File: config.mk
export PLATFORM = sky130hd
export DESIGN_NAME = radix_digit_converter
export DESIGN_NICKNAME = d
export VERILOG_FILES = /design/src/rdc_pkg.sv /design/src/radix_digit_converter.sv /design/src/rdc_div_unit.sv /design/src/rdc_digit_ram.sv
export VERILOG_INCLUDE_DIRS = /design/src /design/src/src
export SDC_FILE = /design/constraint.sdc
export NUM_CORES = 1
export LEC_CHECK = 0
export BUFFER_PORTS_ARGS = -buffer_cell sky130_fd_sc_hd__buf_2
export CORE_MARGIN = 10
export CORE_UTILIZATION = 58
export DETAILED_ROUTE_END_ITERATION = 10
export PLACE_DENSITY = 0.74
export SYNTH_ARGS = -nofsm -noshare
export SYNTH_HDL_FRONTEND = slang
export SYNTH_SLANG_ARGS = --single-unit
File: constraint.sdc
create_clock -name clk -period 32 [get_ports clk]
set_input_delay 6.4 -clock clk [delete_from_list [all_inputs] [get_ports clk]]
set_output_delay 6.4 -clock clk [all_outputs]
set_load 0.005 [all_outputs]
File: src/radix_digit_converter_assert.svh
// Assertion macros for the radix digit converter; they compile to nothing in synthesis.
`ifndef RADIX_DIGIT_CONVERTER_ASSERT_SVH
`define RADIX_DIGIT_CONVERTER_ASSERT_SVH

`ifndef SYNTHESIS

// Same-cycle implication, sampled on clk and disabled during reset.
`define RDC_ASSERT_IMP(lbl, ante, cons) \
	lbl: assert property (@(posedge clk) disable iff (!arst_n) (ante) |-> (cons)) \
		else $error("radix_digit_converter: assertion failed");

// Next-cycle implication, sampled on clk and disabled during reset.
`define RDC_ASSERT_NXT(lbl, ante, cons) \
	lbl: assert property (@(posedge clk) disable iff (!arst_n) (ante) |=> (cons)) \
		else $error("radix_digit_converter: assertion failed");

`else

`define RDC_ASSERT_IMP(lbl, ante, cons)
`define RDC_ASSERT_NXT(lbl, ante, cons)

`endif

`endif

File: src/rdc_pkg.sv
// Shared types, constants and the digit-to-character function of the radix digit converter.
package rdc_pkg;

	localparam int VALUE_W   = 64;
	localparam int BASE_W    = 8;
	localparam int CHAR_W    = 7;
	localparam int DIGIT_W   = 6;
	localparam int MAX_DIGITS = 64;
	localparam int DIG_AW    = $clog2(MAX_DIGITS);
	localparam int CHUNK_W   = 8;
	localparam int CHUNKS    = VALUE_W / CHUNK_W;
	localparam int CHUNK_CW  = $clog2(CHUNKS);

	localparam logic [BASE_W-1:0] MIN_BASE = 8'd2;
	localparam logic [BASE_W-1:0] MAX_BASE = 8'd36;

	localparam logic [CHAR_W-1:0] CHAR_ZERO  = 7'h30;  // '0'
	localparam logic [CHAR_W-1:0] CHAR_ALPHA = 7'h41;  // 'A'
	localparam logic [DIGIT_W-1:0] DEC_MAX   = 6'd9;
	localparam logic [DIGIT_W-1:0] DEC_RADIX = 6'd10;

	// Control of the shared divider for one cycle.
	typedef struct packed {
		logic load;   // take a new dividend and base
		logic step;   // consume one chunk of the dividend
		logic clr;    // first chunk of a digit: start from a zero remainder
	} div_ctl_t;

	// What the divider produces in the current step.
	typedef struct packed {
		logic [DIGIT_W-1:0] digit;  // remainder after this step
		logic               zero;   // quotient after this step is zero
	} div_sts_t;

	function automatic logic [CHAR_W-1:0] digit_to_char(input logic [DIGIT_W-1:0] d);
		logic [CHAR_W-1:0] c;
		if (d > DEC_MAX) begin
			c = CHAR_ALPHA + CHAR_W'(d - DEC_RADIX);
		end else begin
			c = CHAR_ZERO + CHAR_W'(d);
		end
		return c;
	endfunction

endpackage

File: src/radix_digit_converter.sv
// Top level of the radix digit converter: sequencer, divider, digit store and output register.
//
//  channel  | direction | tdata (low bit up)              | tlast      | tuser
//  ---------+-----------+----------------------------------+------------+---------
//  s_*      | in        | value[63:0], base[71:64]         | -          | -
//  m_*      | out       | digit_char[6:0], zero pad [7]    | last digit | bad_base
//
// Each digit comes from the shared divider, one dividend byte per cycle; once the quotient is
// zero, the digits are read back from the store in reverse order. A bad base skips the divider.
// s_tready is high only while idle; the output register may still hold the last transaction.
// Stalls on m_tready hold the read-back; reset clears the sequencer and the output valid.
`include "radix_digit_converter_assert.svh"

module radix_digit_converter (
	input  logic        clk,
	input  logic        arst_n,
	input  logic        s_tvalid,
	output logic        s_tready,
	input  logic [71:0] s_tdata,   // value[63:0], base[71:64]
	output logic        m_tvalid,
	input  logic        m_tready,
	output logic [7:0]  m_tdata,   // digit_char[6:0], zero [7]
	output logic        m_tlast,
	output logic        m_tuser    // bad_base
);
	import rdc_pkg::*;

	typedef enum logic [2:0] {
		ST_IDLE,
		ST_DIV,
		ST_EMIT_RD,
		ST_EMIT_WR,
		ST_ERR
	} state_t;

	localparam logic [CHUNK_CW-1:0] LAST_CHUNK = CHUNK_CW'(CHUNKS - 1);

	state_t              state_q;
	logic [CHUNK_CW-1:0] chunk_q;
	logic [DIG_AW-1:0]   ndig_q;
	logic [DIG_AW-1:0]   ptr_q;
	logic                m_valid_q;
	logic [CHAR_W-1:0]   m_char_q;
	logic                m_last_q;
	logic                m_bad_q;

	logic [VALUE_W-1:0]  in_value;
	logic [BASE_W-1:0]   in_base;
	logic                base_ok;
	logic                in_acc;
	logic                out_free;
	logic                emit_now;
	logic                out_char_ok;
	div_ctl_t            div_ctl;
	div_sts_t            div_sts;
	logic                ram_we;
	logic [DIGIT_W-1:0]  rd_digit;

	assign in_value = s_tdata[VALUE_W-1:0];
	assign in_base  = s_tdata[VALUE_W +: BASE_W];
	assign base_ok  = (in_base >= MIN_BASE) && (in_base <= MAX_BASE);
	assign s_tready = (state_q == ST_IDLE);
	assign in_acc   = s_tvalid && s_tready;
	assign out_free = !m_valid_q || m_tready;
	assign emit_now = out_free && ((state_q == ST_EMIT_WR) || (state_q == ST_ERR));

	assign div_ctl.load = in_acc && base_ok;
	assign div_ctl.step = (state_q == ST_DIV);
	assign div_ctl.clr  = (chunk_q == '0);
	assign ram_we       = (state_q == ST_DIV) && (chunk_q == LAST_CHUNK);

	rdc_div_unit u_div (
		.clk   (clk),
		.ctl   (div_ctl),
		.value (in_value),
		.base  (in_base),
		.sts   (div_sts)
	);

	rdc_digit_ram u_ram (
		.clk     (clk),
		.wr_en   (ram_we),
		.wr_addr (ndig_q),
		.wr_data (div_sts.digit),
		.rd_addr (ptr_q),
		.rd_data (rd_digit)
	);

	always_ff @(posedge clk or negedge arst_n) begin
		if (!arst_n) begin
			state_q   <= ST_IDLE;
			chunk_q   <= '0;
			ndig_q    <= '0;
			ptr_q     <= '0;
			m_valid_q <= 1'b0;
			m_char_q  <= '0;
			m_last_q  <= 1'b0;
			m_bad_q   <= 1'b0;
		end else begin
			if (emit_now) begin
				m_valid_q <= 1'b1;
			end else if (m_valid_q && m_tready) begin
				m_valid_q <= 1'b0;
			end
			case (state_q)
				ST_IDLE: begin
					if (s_tvalid) begin
						chunk_q <= '0;
						ndig_q  <= '0;
						state_q <= base_ok ? ST_DIV : ST_ERR;
					end
				end
				ST_DIV: begin
					chunk_q <= chunk_q + 1'b1;
					if (chunk_q == LAST_CHUNK) begin
						// A digit is complete; stop once the quotient reaches zero.
						if (div_sts.zero) begin
							ptr_q   <= ndig_q;
							state_q <= ST_EMIT_RD;
						end else begin
							ndig_q <= ndig_q + 1'b1;
						end
					end
				end
				ST_EMIT_RD: begin
					state_q <= ST_EMIT_WR;
				end
				ST_EMIT_WR: begin
					if (out_free) begin
						m_char_q  <= digit_to_char(rd_digit);
						m_last_q  <= (ptr_q == '0);
						m_bad_q   <= 1'b0;
						if (ptr_q == '0) begin
							state_q <= ST_IDLE;
						end else begin
							ptr_q   <= ptr_q - 1'b1;
							state_q <= ST_EMIT_RD;
						end
					end
				end
				ST_ERR: begin
					if (out_free) begin
						m_char_q  <= '0;
						m_last_q  <= 1'b1;
						m_bad_q   <= 1'b1;
						state_q   <= ST_IDLE;
					end
				end
				default: begin
					state_q <= ST_IDLE;
				end
			endcase
		end
	end

	assign m_tvalid = m_valid_q;
	assign m_tdata  = {1'b0, m_char_q};
	assign m_tlast  = m_last_q;
	assign m_tuser  = m_bad_q;

	assign out_char_ok = ((m_tdata >= 8'h30) && (m_tdata <= 8'h39)) ||
		((m_tdata >= 8'h41) && (m_tdata <= 8'h5A));

	// An error transaction is a single zero character that closes its run.
	`RDC_ASSERT_IMP(a_err_shape, m_tvalid && m_tuser, (m_tdata == 8'h00) && m_tlast)
	// A digit transaction always carries a digit or an upper-case letter.
	`RDC_ASSERT_IMP(a_digit_char, m_tvalid && !m_tuser, out_char_ok)
	// Once an item is taken, the block works on it before taking another.
	`RDC_ASSERT_NXT(a_one_item, s_tvalid && s_tready, !s_tready)

endmodule

File: src/rdc_div_unit.sv
// Shared long-division unit: divides the working word by the base, one byte per cycle.
module rdc_div_unit (
	input  logic                         clk,
	input  rdc_pkg::div_ctl_t            ctl,
	input  logic [rdc_pkg::VALUE_W-1:0]  value,
	input  logic [rdc_pkg::BASE_W-1:0]   base,
	output rdc_pkg::div_sts_t            sts
);
	import rdc_pkg::*;

	logic [VALUE_W-1:0] work_q;
	logic [DIGIT_W-1:0] base_q;
	logic [DIGIT_W-1:0] rem_q;

	logic [DIGIT_W:0]   part;
	logic [DIGIT_W:0]   trial;
	logic [CHUNK_W-1:0] qbits;
	logic [VALUE_W-1:0] work_nxt;

	// Eight restoring steps on the top byte of the working word; the quotient
	// bits shift in at the bottom, so after a full pass the word holds the quotient.
	always_comb begin
		part  = ctl.clr ? '0 : {1'b0, rem_q};
		trial = '0;
		qbits = '0;
		for (int i = 0; i < CHUNK_W; i++) begin
			trial = {part[DIGIT_W-1:0], work_q[VALUE_W-1-i]};
			if (trial >= {1'b0, base_q}) begin
				part = trial - {1'b0, base_q};
				qbits[CHUNK_W-1-i] = 1'b1;
			end else begin
				part = trial;
			end
		end
		work_nxt = {work_q[VALUE_W-CHUNK_W-1:0], qbits};
	end

	assign sts.digit = part[DIGIT_W-1:0];
	assign sts.zero  = (work_nxt == '0);

	always_ff @(posedge clk) begin
		if (ctl.load) begin
			work_q <= value;
			base_q <= base[DIGIT_W-1:0];
		end else if (ctl.step) begin
			work_q <= work_nxt;
			rem_q  <= part[DIGIT_W-1:0];
		end
	end

endmodule

File: src/rdc_digit_ram.sv
// Digit store: one write port and one registered read port.
module rdc_digit_ram (
	input  logic                        clk,
	input  logic                        wr_en,
	input  logic [rdc_pkg::DIG_AW-1:0]  wr_addr,
	input  logic [rdc_pkg::DIGIT_W-1:0] wr_data,
	input  logic [rdc_pkg::DIG_AW-1:0]  rd_addr,
	output logic [rdc_pkg::DIGIT_W-1:0] rd_data
);
	import rdc_pkg::*;

	logic [DIGIT_W-1:0] mem [MAX_DIGITS];

	always_ff @(posedge clk) begin
		if (wr_en) begin
			mem[wr_addr] <= wr_data;
		end
	end

	always_ff @(posedge clk) begin
		rd_data <= mem[rd_addr];
	end

endmodule
### Yosys cells after proc, flatten, opt, wreduce, memory -nomap -nowiden

Memories as Yosys holds them, arrays and structs flattened. A register that Yosys moved wholly into a read port is not among the register bits.
Index checks and enable logic that the tools add are counted.

* flip-flop bits (word level): 104
* bits in writable memories: 384
* output and inout bits: 12
* logic and storage cells: 125
* memories: 1

* add/sub/neg operators: 14
* magnitude comparators: 11
* equality and inequality tests: 12
* multiplexer cells: 51
* bitwise gates (word level): 1
* reduce and logical (&&, ||, !) cells: 24

Memories
* u_ram.mem: words 64, width 6, read ports 1, clocked after Yosys merged registers in 1, write ports 1, RTL line rdc_digit_ram.sv:12 `logic [DIGIT_W-1:0] mem [MAX_DIGITS];`

Operators with widths (count)
* $mux 64: 2
* $mux 6: 16
* $logic_not 64->1: 1
* $ge 7x6->1: 8
* $sub 6x6->6: 8
* $pmux 6 s2: 2
* $mux 3: 7
* $mux 7: 3
* $mux 1: 15
* $pmux 3 s5: 1
* $pmux 7 s2: 1
* $ne 2x2->1 const B: 5
* $reduce_and 5->1: 2
* $reduce_bool 2->1: 5
* $ge 8x2->1 const B: 1
* $le 8x6->1 const B: 1
* $add 6x6->7 const A: 1
* $add 7x7->7 const A: 1
* $sub 6x4->7 const B: 1
* $add 6x1->6 const B: 1
* $eq 3x2->1 const B: 2
* $eq 3x3->1 const B: 2
* $gt 6x4->1 const B: 1
* $logic_and 1x1->1: 6
* 15 further kinds: 20

### Logic depth before layout (Yosys ltp)

* depth after elaboration: 22
* depth in mapped cells: 92

### By module

From an unflattened synthesis, not the netlist that was laid out.

* cells, all modules: 1546
* area, all modules: 23418.7 um^2

By module, submodules not included
* rdc_digit_ram: times used 1, cells each 720, area an instance 15225.9 um^2, sequential area each 11651.2 um^2
* rdc_div_unit: times used 1, cells each 622, area an instance 6427.4 um^2, sequential area each 2282.2 um^2
* radix_digit_converter: times used 1, cells each 204, area an instance 1765.4 um^2, sequential area each 700.7 um^2

### Least setup slack after synthesis

No wires, ideal clock.

* path type: reg-to-reg
* start: reg chunk_q[0]
* end: reg u_div.rem_q[0] (data pin)
* library setup time: 0.569 ns
* arrival time: 17.743 ns
* required time: 31.431 ns
* slack: 13.688 ns
* stages on the path, launching flop included: 87
* path buffers: 4
* clock period less this slack: 18.312 ns
* cell sequence: dfrtp_1 inv_1 ha_1 nand2b_1 buf_2 buf_2 nand2_1 inv_1 ha_1 inv_1 a2111oi_2 nor3_1 a22o_1 nand3_1 o21a_1 inv_1 ha_1 nor2b_1 [... 51 more ...] nand2b_1 a21o_1 a21o_1 a211oi_1 inv_1 nor3_4 mux2i_1 ha_1 nor2b_1 o21ai_0 a21boi_0 o21ai_0 nand2b_1 a31o_2 a221oi_1 and4_1 buf_4 mux2i_1

RTL lines
* start, declared: RTL line radix_digit_converter.sv:39 `logic [CHUNK_CW-1:0] chunk_q;`
* start signal, assigned: RTL line radix_digit_converter.sv:114 `chunk_q <= chunk_q + 1'b1;`
* end signal, assigned: RTL line rdc_div_unit.sv:47 `rem_q <= part[DIGIT_W-1:0];`
* end, declared: RTL line rdc_div_unit.sv:13 `logic [DIGIT_W-1:0] rem_q;`

### Final worst setup path

* start: reg chunk_q[0]
* end: reg ptr_q[4]

* longest elaborated chain between the ends: 21
* elaborated cells between the ends (all ways): 37
* those cells by class: add/sub: 7; order compare: 8; eq/ne: 3; mux: 16; reduce/logical: 3

Ends and longest elaborated chain
* $logic_not 3->1: RTL line radix_digit_converter.sv:69 `assign div_ctl.clr = (chunk_q == '0);`
* $mux 6: RTL line rdc_div_unit.sv:23 `part = ctl.clr ? '0 : {1'b0, rem_q};`
* $sub 6x6->6 / $ge 7x6->1 (equally long branches): RTL line rdc_div_unit.sv:29, rdc_div_unit.sv:28
* $mux 6: RTL line rdc_div_unit.sv:28 `if (trial >= {1'b0, base_q}) begin`
* $sub 6x6->6 / $ge 7x6->1 (equally long branches): RTL line rdc_div_unit.sv:29, rdc_div_unit.sv:28
* $mux 6: RTL line rdc_div_unit.sv:28
* $sub 6x6->6 / $ge 7x6->1 (equally long branches): RTL line rdc_div_unit.sv:29, rdc_div_unit.sv:28
* $mux 6: RTL line rdc_div_unit.sv:28
* [... 5 more ...]
* $mux 6: RTL line rdc_div_unit.sv:28
* $sub 6x6->6 / $ge 7x6->1 (equally long branches): RTL line rdc_div_unit.sv:29, rdc_div_unit.sv:28
* $mux 6: RTL line rdc_div_unit.sv:28
* $ge 7x6->1: RTL line rdc_div_unit.sv:28
* $mux 1: RTL line rdc_div_unit.sv:28
* $logic_not 64->1: RTL line rdc_div_unit.sv:39 `assign sts.zero = (work_nxt == '0);`
* $ne 2x1->1 (no line)
* $reduce_and 5->1 (no line) (*)
* end signal, assigned: RTL line radix_digit_converter.sv:118 `ptr_q <= ndig_q;`
* end signal, assigned: RTL line radix_digit_converter.sv:136 `ptr_q <= ptr_q - 1'b1;`
* end, declared: RTL line radix_digit_converter.sv:41 `logic [DIG_AW-1:0] ptr_q;`

Every way passes the cells marked *; elsewhere a longest branch is shown, timed or not.
A chain may end at the register's enable or synchronous reset.

==> summary by stage <==
Status
The flow ran to the end, and the final reports show no timing, DRC or antenna violations.

Final layout
The sequential cell area in the final layout is between 10,000 and 15,000 um2. The layout cell share with drive strength beyond 1 is between 10% and 20%. The library cells used most frequently in the layout, excluding fill and tap cells, are sky130_fd_sc_hd__edfxtp_1, sky130_fd_sc_hd__nand2_1, sky130_fd_sc_hd__mux4_2. The net total in the final layout is 1,778. The synthesis-to-layout area growth is 10.2%. The number of fill cells in the layout is about 2.7k. The area of the multi-input gates is 7830 um2.

Leaving out fill and tap cells, the most frequent cell in the layout is sky130_fd_sc_hd__edfxtp_1. The number of antenna diodes in the final layout is 0. The final non-filler cell total is ~2.2k.

Critical path
The required time at the endpoint of the critical path is around 32,000 ps. The highest-delay cell along the critical path is sky130_fd_sc_hd__a2111oi_0. In this design, the stage delay of the slowest critical-path cell is 650 ps.

STA classifies the critical path startpoint as a register. In this run the worst path has a maximum fanout of 17. The kind of capture point of the worst setup path is a register. The most repeated library cell on the critical path is sky130_fd_sc_hd__ha_1. The classification of the worst setup path is register to register. Data arrives at the worst endpoint at 20,440 ps.

STA
The worst path in the final design needs a cycle of between 15,000 and 20,000 ps, including I/O delays and setup. The slew at the pin with the worst max-slew slack is 1140 ps. Setup repair after global routing left no endpoint under its margin.

Setup violations remaining at the end of the flow were counted as 0. The number of max-slew violations in the final report was 0. Static timing analysis puts the maximum clock frequency at ~50 MHz. The count of final hold-check violations came to 0. The final clock skew is about 22 ps. Measured against its own limit, the worst slew margin works out to between 20% and 30%. The ratio of final minimum period to clock period is ~62%. After routing, the total negative slack on setup checks comes to 0 ps.

Clock network
The clock net in this run drives a total of approximately 490 sinks. The number of resized instances in the post-cts repair step is 0. The count of hold-fix buffers inserted at cts is 0. The root buffer cell chosen for the clock tree is sky130_fd_sc_hd__clkbuf_16. TritonCTS built the clock tree.

The longest clock path from root to sink contains 3 buffers. In this run the number of H-tree levels came out at 2. The number of clock buffers added by TritonCTS is 48. The number of setup buffers added after CTS is 0. The clock latency reported for the late side of the worst-skew pair is between 500 and 600 ps. Clock-pin slew was measured on the worst setup and hold paths at ~60 ps.

Global route
The pin count of the biggest net entering global routing is between 70 and 80. The overall fraction of global-route tracks in use is 23.2%. The first-pass GRT wire length is approximately 84,000 um. The number of global-route vias before repair is 13.8k. The initial antenna violation count came to 0. After global routing the overflow that remains totals 0.

Placement
Once placement completed, the tool counted placed cells totaling about 2.1k. The detailed placer's ending HPWL is 35,000 um. The congestion estimate from routability-driven global placement came to 0.911. In this run the tool buffered the top-level ports with 86 buffer cells.

Route
The number of DRC violations after detailed routing is 0. The detail-routed via count per cell is between 6 and 7. Summing over every cut layer, the via total after detailed routing is roughly 14k.

The detailed router finished its first iteration with about 1.5k violations. The number of antenna-violating nets in the routed design is 0. The sum of routed wire length over all layers is 54,900 um. Dividing the detail-routed wire length by the instance count gives between 20 and 30 um.

The number of detailed-routing iterations run before antenna repair is 7.

Worst hold path
The path class of the tightest hold or removal check is register to register.

Floorplan
The width of the chip is about 220 um. The count of boundary I/O pins is ~90. The floorplan has 72 rows. The floorplan step set the die height to 219 um.

The die outline area is 47,800 um2. The initial standard-cell utilization of the core is between 50 and 60%. The core outline area is 38,800 um2.

Synthesis
The share of synthesized area in the top cell type comes to between 60% and 70%. The largest total area in the synthesized netlist belongs to sky130_fd_sc_hd__edfxtp_1. After synthesis, the mean cell area works out to between 10 and 15 um2. The cell area that synthesis handed to floorplanning was ~23,000 um2.

Ranked by total cell area, the synthesized netlist is headed by sky130_fd_sc_hd__edfxtp_1, sky130_fd_sc_hd__mux4_2, sky130_fd_sc_hd__nand2_1. Synthesis produced around 1.6k cells. The dominant register cell in the synthesized netlist is sky130_fd_sc_hd__edfxtp_1.

The number of warning messages in the yosys log is 0. The unique cell type count in the Yosys netlist is 86. The proportion of synthesized chip area in sequential cells is a little under two thirds. The synthesized design contains 460 enable-type register cells. The post-synthesis sequential element count is between 400 and 500.

The fraction of registers with async set or reset after synthesis is 5.67%. When the netlist entered floorplanning its net count stood at between 1.5k and 2k.

Run
The reported max-cap violation count is 0.
-- Yosys cell counts (4+ instances only) --
master	number
sky130_fd_sc_hd__a21o_1	13
sky130_fd_sc_hd__edfxtp_1	460
sky130_fd_sc_hd__buf_1	11
sky130_fd_sc_hd__o21ai_1	4
sky130_fd_sc_hd__nand3_1	26
sky130_fd_sc_hd__ha_1	54
sky130_fd_sc_hd__xnor2_1	22
sky130_fd_sc_hd__or2_2	4
sky130_fd_sc_hd__nand3b_1	4
sky130_fd_sc_hd__clkbuf_1	43
sky130_fd_sc_hd__nand2_1	243
sky130_fd_sc_hd__o31ai_1	6
sky130_fd_sc_hd__nand4_1	11
sky130_fd_sc_hd__a21boi_0	5
sky130_fd_sc_hd__nor2b_1	19
sky130_fd_sc_hd__a31oi_1	12
sky130_fd_sc_hd__o211ai_1	8
sky130_fd_sc_hd__inv_1	51
sky130_fd_sc_hd__o21ai_0	48
sky130_fd_sc_hd__mux4_2	126
sky130_fd_sc_hd__dfrtp_1	28
sky130_fd_sc_hd__fa_1	7
sky130_fd_sc_hd__o21a_1	8
sky130_fd_sc_hd__xor2_1	11
sky130_fd_sc_hd__nor2_1	112
sky130_fd_sc_hd__nor3_1	20
sky130_fd_sc_hd__buf_2	4
sky130_fd_sc_hd__a22o_1	4
sky130_fd_sc_hd__and3_1	7
sky130_fd_sc_hd__a211oi_1	4
sky130_fd_sc_hd__or3_1	8
sky130_fd_sc_hd__mux2i_1	11
sky130_fd_sc_hd__dfxtp_1	6
sky130_fd_sc_hd__nand2b_1	19
sky130_fd_sc_hd__and2_1	6
sky130_fd_sc_hd__nor4_1	17
sky130_fd_sc_hd__a21oi_1	36
sky130_fd_sc_hd__nor3b_1	5
sky130_fd_sc_hd__mux2_4	5
-- path summary, 6_finish.rpt --
check                                             start                       to  slack (ps)  cells after the start
worst max-delay path             chunk_q[0]$_DFFE_PN0P_     ptr_q[4]$_DFFE_PN0P_       12030                     87
worst min-delay path            m_char_q[6]$_DFFE_PN0P_  m_char_q[6]$_DFFE_PN0P_         480                      2
worst min register to register  m_char_q[6]$_DFFE_PN0P_  m_char_q[6]$_DFFE_PN0P_         480                      2
worst max register to register   chunk_q[0]$_DFFE_PN0P_     ptr_q[4]$_DFFE_PN0P_       12030                     87
min in group asynchronous                        arst_n    ndig_q[3]$_DFFE_PN0P_        5840                      1
max in group asynchronous                        arst_n     ptr_q[0]$_DFFE_PN0P_       25670                      1
-- state kept, by name, indices dropped and copies added (netlist names) --
name and count:
u_ram.mem 384, ptr_q 6, m_tlast 1, u_div.base_q 6
u_div.rem_q 6, u_ram.rd_data 6, u_div.work_q 64, m_tvalid 1
m_tuser 1, chunk_q 3, m_char_q 7, ndig_q 6
state_q 3
-- kinds of logic (layout without fill, tap and decap cells) --
group                      after synthesis  in the layout  share of synthesized area (%)
and+or+nand+nor                        517            517                           10.3
DFF                                    494            494                           63.9
AOI/OAI and AO/OA                      190            190                           5.63
muxes                                  145            145                           13.3
buffers and inverters                  116            235                           2.02
adders and majority gates               61             61                           3.56
xor gates and xnor gates                33             33                           1.26
other                                    1              1                         0.0164
-- layout make-up --
| class | count | area share, % |
|---|---|---|
| flip-flops and latches | 494 | 58.0 |
| multi-input cells | 947 | 31.0 |
| clock buffers | 60 | 4.93 |
| well taps | 518 | 2.57 |
| repair buffers | 96 | 2.00 |
| inverters | 54 | 0.803 |
| clock inverters | 25 | 0.713 |
-- per-stage QoR --
stage	setup WS, ps	hold WS [ps]	utilization, %	cell area, um2
global placement	12970	460	61.4	23800
detailed placement	12440	475	61.4	23800
global route	10300	528	65.0	25300
floorplan	13690	473	-	22900
CTS	12330	489	65.0	25300
finish	12030	482	65.0	25300
-- worst max-delay path: cells and delay by family, from the launching register on --
kind / cells / cell delay [ps]
AOI/OAI and AO/OA: 43 / 10310
and+or+nand+nor: 27 / 5490
adders and majority gates: 9 / 2570
buffers and inverters: 7 / 680
DFF: 1 / 410
muxes: 1 / 380
-- routing by layer --
metal	up-vias	track usage [%]	share of wire (%)
li1	6142	-	-
met1	7000	31.3	40
met2	618	37.6	50
met3	107	4.82	7.5
met4	0	6.80	2.7
met5	-	0	0
Power is not shown: default switching activity piles up to over one toggle a cycle in this logic, so the estimate is an artifact.
